## config.mk

```make
export PLATFORM = sky130hd
export DESIGN_NAME = whitespace_skipping_pattern_counter
export DESIGN_NICKNAME = d
export VERILOG_FILES = /design/src/rtl/wspc_pkg.sv /design/src/rtl/wspc_cfg_regs.sv /design/src/rtl/wspc_cells.sv /design/src/rtl/wspc_tracker.sv /design/src/rtl/wspc_out_skid.sv /design/src/rtl/whitespace_skipping_pattern_counter.sv
export SDC_FILE = /design/constraint.sdc
export NUM_CORES = 1
export LEC_CHECK = 0
export BUFFER_PORTS_ARGS = -buffer_cell sky130_fd_sc_hd__buf_2
export CORE_ASPECT_RATIO = 1.25
export CORE_MARGIN = 1
export CORE_UTILIZATION = 55
export DETAILED_ROUTE_END_ITERATION = 8
export PLACE_DENSITY = 0.72
export SYNTH_ARGS = -nofsm -noshare
export SYNTH_HDL_FRONTEND = slang
export SYNTH_SLANG_ARGS = --single-unit
```

## constraint.sdc

```tcl
create_clock -name clk -period 75.9 [get_ports clk]
set_clock_uncertainty 0.2 [all_clocks]
set_input_delay 3.795 -clock clk [delete_from_list [all_inputs] [get_ports clk]]
set_output_delay 3.795 -clock clk [all_outputs]
set_load 0.1 [all_outputs]
```

## src/rtl/wspc_pkg.sv

```systemverilog
package wspc_pkg;

	// Character storage and field widths.
	localparam int REG_CHARS       = 16;
	localparam int PATTERN_MAX_DEF = 16;
	localparam int CHAR_W          = 8;
	localparam int CFG_DATA_W      = 64;
	localparam int CFG_INDEX_W     = 2;
	localparam int LEN_W           = 5;
	localparam int CNT_W           = 8;
	localparam int ROW_W           = 20;
	localparam int COL_W           = 16;
	localparam int TOTAL_W         = 32;

	localparam logic [ROW_W-1:0] ROW_MAX = '1;
	localparam logic [COL_W-1:0] COL_MAX = '1;

	localparam logic [CHAR_W-1:0] CHAR_SPACE   = 8'h20;
	localparam logic [CHAR_W-1:0] CHAR_TAB     = 8'h09;
	localparam logic [CHAR_W-1:0] CHAR_NEWLINE = 8'h0A;

	typedef enum logic [CFG_INDEX_W-1:0] {
		CFG_PATTERN_LOW    = 2'd0,
		CFG_PATTERN_HIGH   = 2'd1,
		CFG_PATTERN_LENGTH = 2'd2
	} cfg_index_t;

	typedef logic [REG_CHARS-1:0][CHAR_W-1:0] pattern_t;

	typedef struct packed {
		logic [ROW_W-1:0] row;
		logic [COL_W-1:0] col;
	} pos_t;

	typedef struct packed {
		logic [CNT_W-1:0] count;
		logic [ROW_W-1:0] row;
		logic [COL_W-1:0] col;
	} hit_t;

	typedef struct packed {
		logic [CNT_W-1:0]   matches_here;
		logic [ROW_W-1:0]   start_row;
		logic [COL_W-1:0]   start_column;
		logic [TOTAL_W-1:0] total_matches;
		logic               text_done;
	} result_t;

	// Number of pattern characters the design can hold.
	function automatic int cell_count(int pattern_max);
		return (pattern_max < REG_CHARS) ? pattern_max : REG_CHARS;
	endfunction

endpackage

```

## src/rtl/wspc_cfg_regs.sv

```systemverilog
module wspc_cfg_regs
	import wspc_pkg::*;
#(
	parameter int PATTERN_MAX = PATTERN_MAX_DEF
) (
	input  logic                   clk,
	input  logic                   arst_n,
	input  logic                   wr_en,
	input  logic [CFG_INDEX_W-1:0] wr_index,
	input  logic [CFG_DATA_W-1:0]  wr_data,
	output pattern_t               pattern,
	output logic [LEN_W-1:0]       length
);

	localparam int CELLS = cell_count(PATTERN_MAX);

	pattern_t         pattern_q;
	logic [LEN_W-1:0] length_q;
	logic [LEN_W-1:0] wr_len;

	// The length is stored already clamped to the range the cells support.
	always_comb begin
		wr_len = wr_data[LEN_W-1:0];
		if (wr_len == '0) begin
			wr_len = LEN_W'(1);
		end else if (wr_len > LEN_W'(CELLS)) begin
			wr_len = LEN_W'(CELLS);
		end
	end

	always_ff @(posedge clk or negedge arst_n) begin
		if (!arst_n) begin
			pattern_q <= '0;
			length_q  <= LEN_W'(1);
		end else if (wr_en) begin
			unique case (wr_index)
				CFG_PATTERN_LOW:    pattern_q[7:0]  <= wr_data;
				CFG_PATTERN_HIGH:   pattern_q[15:8] <= wr_data;
				CFG_PATTERN_LENGTH: length_q        <= wr_len;
				default: ;
			endcase
		end
	end

	assign pattern = pattern_q;
	assign length  = length_q;

endmodule

```

## src/rtl/wspc_cells.sv

```systemverilog
module wspc_cells
	import wspc_pkg::*;
#(
	parameter int PATTERN_MAX = PATTERN_MAX_DEF
) (
	input  logic              clk,
	input  logic              arst_n,
	input  logic              step,
	input  logic [CHAR_W-1:0] text_byte,
	input  logic              is_space,
	input  logic              end_of_text,
	input  pattern_t          pattern,
	input  logic [LEN_W-1:0]  length,
	input  pos_t              pos,
	output hit_t              hit
);

	localparam int CELLS = cell_count(PATTERN_MAX);

	logic [CELLS-1:0] active_q;
	logic [CNT_W-1:0] cnt_q [CELLS];
	logic [ROW_W-1:0] row_q [CELLS];
	logic [COL_W-1:0] col_q [CELLS];

	logic [CELLS-1:0] in_use;
	logic [CELLS-1:0] char_eq;
	logic [CELLS-1:0] live;
	logic [CELLS-1:0] nxt_active;
	logic [CNT_W-1:0] nxt_cnt [CELLS];
	logic [ROW_W-1:0] nxt_row [CELLS];
	logic [COL_W-1:0] nxt_col [CELLS];

	logic             new_start;
	logic [CNT_W:0]   merge_sum;
	logic [CNT_W-1:0] merge_cnt;
	logic             start_earlier;

	// Cell k holds prefixes of k+1 characters; only cells below length-1 count.
	always_comb begin
		for (int k = 0; k < CELLS; k++) begin
			in_use[k]  = (k + 1) < int'(length);
			char_eq[k] = text_byte == pattern[k];
			live[k]    = active_q[k] && in_use[k];
		end
	end

	assign new_start     = char_eq[0] && (length > LEN_W'(1));
	assign merge_sum     = {1'b0, cnt_q[0]} + (CNT_W+1)'(1);
	assign merge_cnt     = merge_sum[CNT_W] ? '1 : merge_sum[CNT_W-1:0];
	assign start_earlier = (pos.row < row_q[0]) ||
		((pos.row == row_q[0]) && (pos.col < col_q[0]));

	always_comb begin
		nxt_active = '0;
		for (int k = 0; k < CELLS; k++) begin
			nxt_cnt[k] = cnt_q[k];
			nxt_row[k] = row_q[k];
			nxt_col[k] = col_q[k];
		end

		// Cell 0 can both hold over a whitespace byte and take a new start.
		priority if (is_space && live[0] && new_start) begin
			nxt_active[0] = 1'b1;
			nxt_cnt[0]    = merge_cnt;
			if (start_earlier) begin
				nxt_row[0] = pos.row;
				nxt_col[0] = pos.col;
			end
		end else if (is_space && live[0]) begin
			nxt_active[0] = 1'b1;
		end else if (new_start) begin
			nxt_active[0] = 1'b1;
			nxt_cnt[0]    = CNT_W'(1);
			nxt_row[0]    = pos.row;
			nxt_col[0]    = pos.col;
		end

		for (int k = 1; k < CELLS; k++) begin
			if (is_space) begin
				nxt_active[k] = live[k];
			end else begin
				nxt_active[k] = live[k-1] && char_eq[k] && in_use[k];
				nxt_cnt[k]    = cnt_q[k-1];
				nxt_row[k]    = row_q[k-1];
				nxt_col[k]    = col_q[k-1];
			end
		end
	end

	// At most one source completes the pattern at a given byte.
	always_comb begin
		hit = '0;
		if ((length == LEN_W'(1)) && char_eq[0]) begin
			hit.count = CNT_W'(1);
			hit.row   = pos.row;
			hit.col   = pos.col;
		end
		for (int j = 0; j < CELLS - 1; j++) begin
			if (!is_space && live[j] && char_eq[j+1] && ((j + 2) == int'(length))) begin
				hit.count = cnt_q[j];
				hit.row   = row_q[j];
				hit.col   = col_q[j];
			end
		end
	end

	always_ff @(posedge clk or negedge arst_n) begin
		if (!arst_n) begin
			active_q <= '0;
		end else if (step) begin
			active_q <= end_of_text ? '0 : nxt_active;
		end
	end

	always_ff @(posedge clk) begin
		if (step) begin
			for (int k = 0; k < CELLS; k++) begin
				cnt_q[k] <= nxt_cnt[k];
				row_q[k] <= nxt_row[k];
				col_q[k] <= nxt_col[k];
			end
		end
	end

endmodule

```

## src/rtl/wspc_tracker.sv

```systemverilog
module wspc_tracker
	import wspc_pkg::*;
(
	input  logic               clk,
	input  logic               arst_n,
	input  logic               step,
	input  logic [CHAR_W-1:0]  text_byte,
	input  logic               end_of_text,
	input  logic [CNT_W-1:0]   hits,
	output pos_t               pos,
	output logic [TOTAL_W-1:0] total_next
);

	logic [ROW_W-1:0]   row_q;
	logic [COL_W-1:0]   col_q;
	logic [TOTAL_W-1:0] total_q;
	logic [TOTAL_W:0]   total_sum;

	assign pos.row    = row_q;
	assign pos.col    = col_q;
	assign total_sum  = {1'b0, total_q} + (TOTAL_W+1)'(hits);
	assign total_next = total_sum[TOTAL_W] ? '1 : total_sum[TOTAL_W-1:0];

	always_ff @(posedge clk or negedge arst_n) begin
		if (!arst_n) begin
			row_q   <= ROW_W'(1);
			col_q   <= COL_W'(1);
			total_q <= '0;
		end else if (step) begin
			if (end_of_text) begin
				row_q   <= ROW_W'(1);
				col_q   <= COL_W'(1);
				total_q <= '0;
			end else begin
				total_q <= total_next;
				if (text_byte == CHAR_NEWLINE) begin
					if (row_q != ROW_MAX) begin
						row_q <= row_q + ROW_W'(1);
					end
					col_q <= COL_W'(1);
				end else if (col_q != COL_MAX) begin
					col_q <= col_q + COL_W'(1);
				end
			end
		end
	end

endmodule

```

## src/rtl/wspc_out_skid.sv

```systemverilog
module wspc_out_skid
	import wspc_pkg::*;
(
	input  logic    clk,
	input  logic    arst_n,
	input  logic    push,
	input  result_t push_data,
	output logic    full,
	output logic    out_valid,
	input  logic    out_stall,
	output result_t out_data
);

	logic    main_valid_q;
	logic    skid_valid_q;
	result_t main_q;
	result_t skid_q;
	logic    main_free;

	assign main_free = !main_valid_q || !out_stall;
	assign full      = skid_valid_q;
	assign out_valid = main_valid_q;
	assign out_data  = main_q;

	always_ff @(posedge clk or negedge arst_n) begin
		if (!arst_n) begin
			main_valid_q <= 1'b0;
			skid_valid_q <= 1'b0;
		end else if (main_free) begin
			main_valid_q <= skid_valid_q || push;
			skid_valid_q <= 1'b0;
		end else begin
			skid_valid_q <= skid_valid_q || push;
		end
	end

	always_ff @(posedge clk) begin
		if (main_free) begin
			main_q <= skid_valid_q ? skid_q : push_data;
		end else if (push) begin
			skid_q <= push_data;
		end
	end

endmodule

```

## src/rtl/whitespace_skipping_pattern_counter.sv

```systemverilog
// Counts occurrences of a configured pattern of 1 to 16 characters in a
// byte stream, skipping spaces, tabs and newlines that fall between pattern
// characters. The input channel takes one text byte per word together with
// an end_of_text flag; the output channel returns exactly one result word
// per input word: the number of matches completing at that byte, the row and
// column of the earliest such match's first character, the running total and
// an echo of end_of_text.
// The configuration channel writes the pattern (two 64-bit words) and its
// length; cfg_ready is always high, and a write takes effect on the next
// input byte. Write configuration only while the block is idle.
// The block takes a new byte every cycle while in_stall is low: all match
// cells update in parallel from the input byte, and the result is registered
// in a two-word output buffer.
// When the receiver stalls, the buffer holds the waiting result and can take
// one more; in_stall rises only once both words are full.
// Reset clears all match cells, sets row and column to 1, clears the total
// and sets the pattern to all zero with length 1. After a byte marked
// end_of_text the same text state is restored; configuration is kept.
module whitespace_skipping_pattern_counter
	import wspc_pkg::*;
#(
	parameter int PATTERN_MAX = PATTERN_MAX_DEF
) (
	input  logic                   clk,
	input  logic                   arst_n,

	input  logic                   cfg_valid,
	output logic                   cfg_ready,
	input  logic [CFG_INDEX_W-1:0] cfg_index,
	input  logic [CFG_DATA_W-1:0]  cfg_data,

	input  logic                   in_valid,
	output logic                   in_stall,
	input  logic [CHAR_W-1:0]      text_byte,
	input  logic                   end_of_text,

	output logic                   out_valid,
	input  logic                   out_stall,
	output logic [CNT_W-1:0]       matches_here,
	output logic [ROW_W-1:0]       start_row,
	output logic [COL_W-1:0]       start_column,
	output logic [TOTAL_W-1:0]     total_matches,
	output logic                   text_done
);

	pattern_t           pattern;
	logic [LEN_W-1:0]   length;
	logic               step;
	logic               is_space;
	pos_t               pos;
	hit_t               hit;
	logic [TOTAL_W-1:0] total_next;
	result_t            result;
	result_t            out_word;

	assign cfg_ready = 1'b1;
	assign step      = in_valid && !in_stall;

	// Whitespace is skipped between pattern characters; it can still match
	// the first pattern character.
	assign is_space = (text_byte == CHAR_SPACE) || (text_byte == CHAR_TAB) ||
		(text_byte == CHAR_NEWLINE);

	wspc_cfg_regs #(
		.PATTERN_MAX(PATTERN_MAX)
	) u_cfg_regs (
		.clk      (clk),
		.arst_n   (arst_n),
		.wr_en    (cfg_valid && cfg_ready),
		.wr_index (cfg_index),
		.wr_data  (cfg_data),
		.pattern  (pattern),
		.length   (length)
	);

	wspc_tracker u_tracker (
		.clk         (clk),
		.arst_n      (arst_n),
		.step        (step),
		.text_byte   (text_byte),
		.end_of_text (end_of_text),
		.hits        (hit.count),
		.pos         (pos),
		.total_next  (total_next)
	);

	wspc_cells #(
		.PATTERN_MAX(PATTERN_MAX)
	) u_cells (
		.clk         (clk),
		.arst_n      (arst_n),
		.step        (step),
		.text_byte   (text_byte),
		.is_space    (is_space),
		.end_of_text (end_of_text),
		.pattern     (pattern),
		.length      (length),
		.pos         (pos),
		.hit         (hit)
	);

	// With no match the hit position is zero already.
	always_comb begin
		result.matches_here  = hit.count;
		result.start_row     = hit.row;
		result.start_column  = hit.col;
		result.total_matches = total_next;
		result.text_done     = end_of_text;
	end

	wspc_out_skid u_out_skid (
		.clk       (clk),
		.arst_n    (arst_n),
		.push      (step),
		.push_data (result),
		.full      (in_stall),
		.out_valid (out_valid),
		.out_stall (out_stall),
		.out_data  (out_word)
	);

	assign matches_here  = out_word.matches_here;
	assign start_row     = out_word.start_row;
	assign start_column  = out_word.start_column;
	assign total_matches = out_word.total_matches;
	assign text_done     = out_word.text_done;

endmodule

```

==> impl_metrics.tcl <==
set metrics [dict create \
    run_status "completed" \
    slew_viol_final 0 \
    synth.ff_latch_count 1032 \
    grt_overflow_total 0 \
    ff2ff_setup_slack_ps 68690 \
    cts.hold.buffers_added 0 \
    clk_pin_slew_worst_paths_ps 60 \
    postSynthCellCount 2997 \
    finalHoldViolCount 0 \
    clock.fmax_mhz 96.9 \
    finish.net_count 3257 \
    coreArea_mm2 0.0776 \
    dp_worst_setup_slack_ps 65140 \
    critical-path-max-stage-delay_ps 760 \
    buffer_ports.inserted 158 \
    element_type_at_the_critical_path_end "flop" \
    syn_nets 3124 \
    synth_top_flop_cell "sky130_fd_sc_hd__edfxtp_1" \
    cts-buffers-inserted 99 \
    path_max_fanout 47 \
    row_count 114 \
    yosysWarningCount 0 \
    commonest_cells_after_routing_fill_and_taps_aside "sky130_fd_sc_hd__edfxtp_1 (814), sky130_fd_sc_hd__dfrtp_1 (215), sky130_fd_sc_hd__nand2_1 (177)" \
    hold_class "reg -> reg" \
    synth_cell_types 86 \
    vias 26996 \
    critical_path_arrival_ps 10690 \
    max-cap-violations 0 \
    worstMarginPinSlew_ps 1210 \
    pin_count_of_the_biggest_net_entering_global_routing 202 \
    cts_tree "built" \
    synth_enable_flop_cells 814 \
    worst_ir_drop_vdd_v 0.0000209 \
    worst-setup-path-type "in -> reg" \
    synth_async_sr_flop_share_pct 21.1 \
    layout-area-overhead-vs-synth_pct 12.2 \
    synth.yosys.seq_area_share_pct 69.0 \
    ctsLongestPathBuffers 3 \
    final-setup-viol-count 0 \
    drcViolationCount 0 \
    crit_path_start_kind "primary input" \
    timing.final.ws_setup_ps 65580 \
    htree_num_levels 3 \
    post-route-period-util_pct 13.6 \
    floorplan.io_pins 160 \
    synth.largest_area_cell "sky130_fd_sc_hd__edfxtp_1" \
    worst_path_most_repeated_cell "sky130_fd_sc_hd__o21ai_0" \
    place_inst 4073 \
    finalWeightedCongestion 0.876 \
    critical_path.cell_chain "buf_2, nor4bb_2, o31a_2, or3_1, or3_1, buf_4, nor2_1, or4_1, o211ai_1, o21ai_0, fa_1, nor2b_1, o21ai_0, a21boi_0, o21ai_0, a2111oi_0, nand2_1, buf_4, nand3_1, o21ai_0, o31ai_1" \
    post-synth-top-area-fraction_pct 56.4 \
    drive_above_1_share_pct 18.2 \
    worstSkewPairLatency_ps 680 \
    die-height_um 316 \
    finalSetupTns_ps 0 \
    detailed_place_hpwl_mm 69.2 \
    finalCriticalPeriod_ps 10320 \
    postSynthAreaPerCell_um2 14.5 \
    global_route.usage.total_pct 26.4 \
    grt_first_pass_wirelength_mm 161 \
    data_required_time_of_the_worst_path_ps 76270 \
    timing.slew.headroom_pct 19.6 \
    routed_wl_mm 104 \
    cellLeakagePower_nw 17.7 \
    ctsRootBufferMaster "sky130_fd_sc_hd__clkbuf_16" \
    drt_pre_antenna_iters 8 \
    cts_post_setup_buffers_inserted 0 \
    clkSinkCount 1032 \
    finish.cell_count_without_fillers 4257 \
    wire_per_inst_um 24.5 \
    yosys-top-cells-area "sky130_fd_sc_hd__edfxtp_1 (56%), sky130_fd_sc_hd__dfrtp_1 (12%), sky130_fd_sc_hd__mux2_2 (4.3%)" \
    dieArea_mm2 0.0799 \
    antenna_found_initial 3 \
    timing.critical_path.slowest_stage_cell "sky130_fd_sc_hd__or3_1" \
    dr.first_iter.drc_count 2998 \
    drt.antenna.violating_nets 0 \
    effective_utilization_at_floorplan_pct 55.8 \
    utilization_pct 62.6 \
    drt-vias-per-instance 6.34 \
    rsz0062_at_grt "no" \
    grt_pass1_vias 27039 \
    synthesis.area_mm2 0.0433 \
    most_frequent_standard_cell_in_the_layout_excluding_fill_and_tap_cells "sky130_fd_sc_hd__edfxtp_1" \
    die-width_um 253 \
    fillerInstances 5747 \
    post_cts.resized_instances 0 \
    power_per_cell_area_mw_per_mm2 27.2 \
]
[power by group]
group | switching [W] | total (W) | internal [W] | leakage [nW]
combinational | 0.0000741 | 0.000106 | 0.0000324 | 5.30
clock | 0.000212 | 0.000523 | 0.000311 | 1.69
sequential | 0.0000302 | 0.000693 | 0.000662 | 10.7
total | 0.000316 | 0.00132 | 0.00101 | 17.7
[state kept, by name, indices dropped and copies added (netlist names)]
signal,count
u_cells.row_q,300
u_tracker.total_q,32
u_cells.col_q,240
u_tracker.col_q,16
u_tracker.row_q,20
u_out_skid.skid_q,77
u_cells.cnt_q,120
u_out_skid.full,1
u_out_skid.out_data,77
u_cfg_regs.pattern,128
u_cells.active_q,15
u_cfg_regs.length,5
u_out_skid.out_valid,1
[path summary, 6_finish.rpt]
check,from,endpoint,cells after the start
max in group asynchronous,arst_n,u_cfg_regs.pattern[109]$_DFFE_PN0P_,2
hold reg to reg,u_cells.row_q[0][158]$_DFFE_PP_,u_cells.row_q[1][18]$_DFFE_PP_,0
min in group asynchronous,arst_n,u_cfg_regs.pattern[82]$_DFFE_PN0P_,1
hold / removal,u_cells.row_q[0][158]$_DFFE_PP_,u_cells.row_q[1][18]$_DFFE_PP_,0
setup reg to reg,u_cfg_regs.length[2]$_DFFE_PN0P_,u_tracker.total_q[16]$_DFFE_PN0P_,19
setup / recovery,text_byte[3],u_tracker.total_q[16]$_DFFE_PN0P_,21
[routing by layer]
layer  track usage [%]  routed length [um]
met3              4.07                7660
met4              11.3                4100
met1              34.7               41600
met2              43.8               51100
met5                 0                  10
[critical path, delay by kind of cell]
family / cells / cell delay [ps]
and+or+nand+nor: 8 / 2430
adders and majority gates: 1 / 440
AOI/OAI and AO/OA: 9 / 2820
buffers and inverters: 3 / 1140
[logic make-up (layout without fill, tap and decap cells)]
kind of cell,count (synthesis),after routing,synth area share [%]
DFF,1032,1032,69.0
AOI/OAI and AO/OA,745,745,12.5
and+or+nand+nor,597,597,6.99
buffers and inverters,240,455,2.37
xor gates and xnor gates,170,170,3.44
muxes,165,165,4.29
adders and majority gates,47,47,1.38
other,1,2,0.00866
[synthesized netlist by cell type, drive strengths merged (29+ instances only)]
cell type / count
mux2: 164
dfrtp: 215
clkbuf: 114
a221oi: 59
nand4: 33
nor3: 37
nor2: 136
xor2: 62
a221o: 33
nand2: 178
nand2b: 36
a22o: 39
a22oi: 63
xnor2: 108
o22ai: 29
nand3: 35
buf: 66
or3: 30
a31oi: 52
inv: 60
a21oi: 141
o21ai: 95
ha: 46
edfxtp: 814
[through the flow]
| stage | total power, W | hold WS (ps) | cell area, um^2 |
|---|---|---|---|
| after floorplan | 0.000796 | 217 | 43300 |
| after global placement | 0.000805 | 222 | 45100 |
| after detailed placement | 0.000810 | 227 | 45100 |
| after CTS | 0.00133 | 235 | 48600 |
| after global routing | 0.00136 | 248 | 48600 |
| final | 0.00132 | 231 | 48600 |
[layout make-up]
| type | instances | area [um^2] | area share, % |
|---|---|---|---|
| flip-flops and latches | 1032 | 29900 | 61.5 |
| inverters | 60 | 225 | 0.464 |
| diodes | 1 | 2.50 | 0.00515 |
| clock buffers | 128 | 2680 | 5.51 |
| repair buffers | 212 | 1230 | 2.53 |
| well taps | 1044 | 1310 | 2.69 |
| clock inverters | 55 | 772 | 1.59 |
| multi-input cells | 1725 | 12500 | 25.7 |
(Power assumes the default switching activity.)
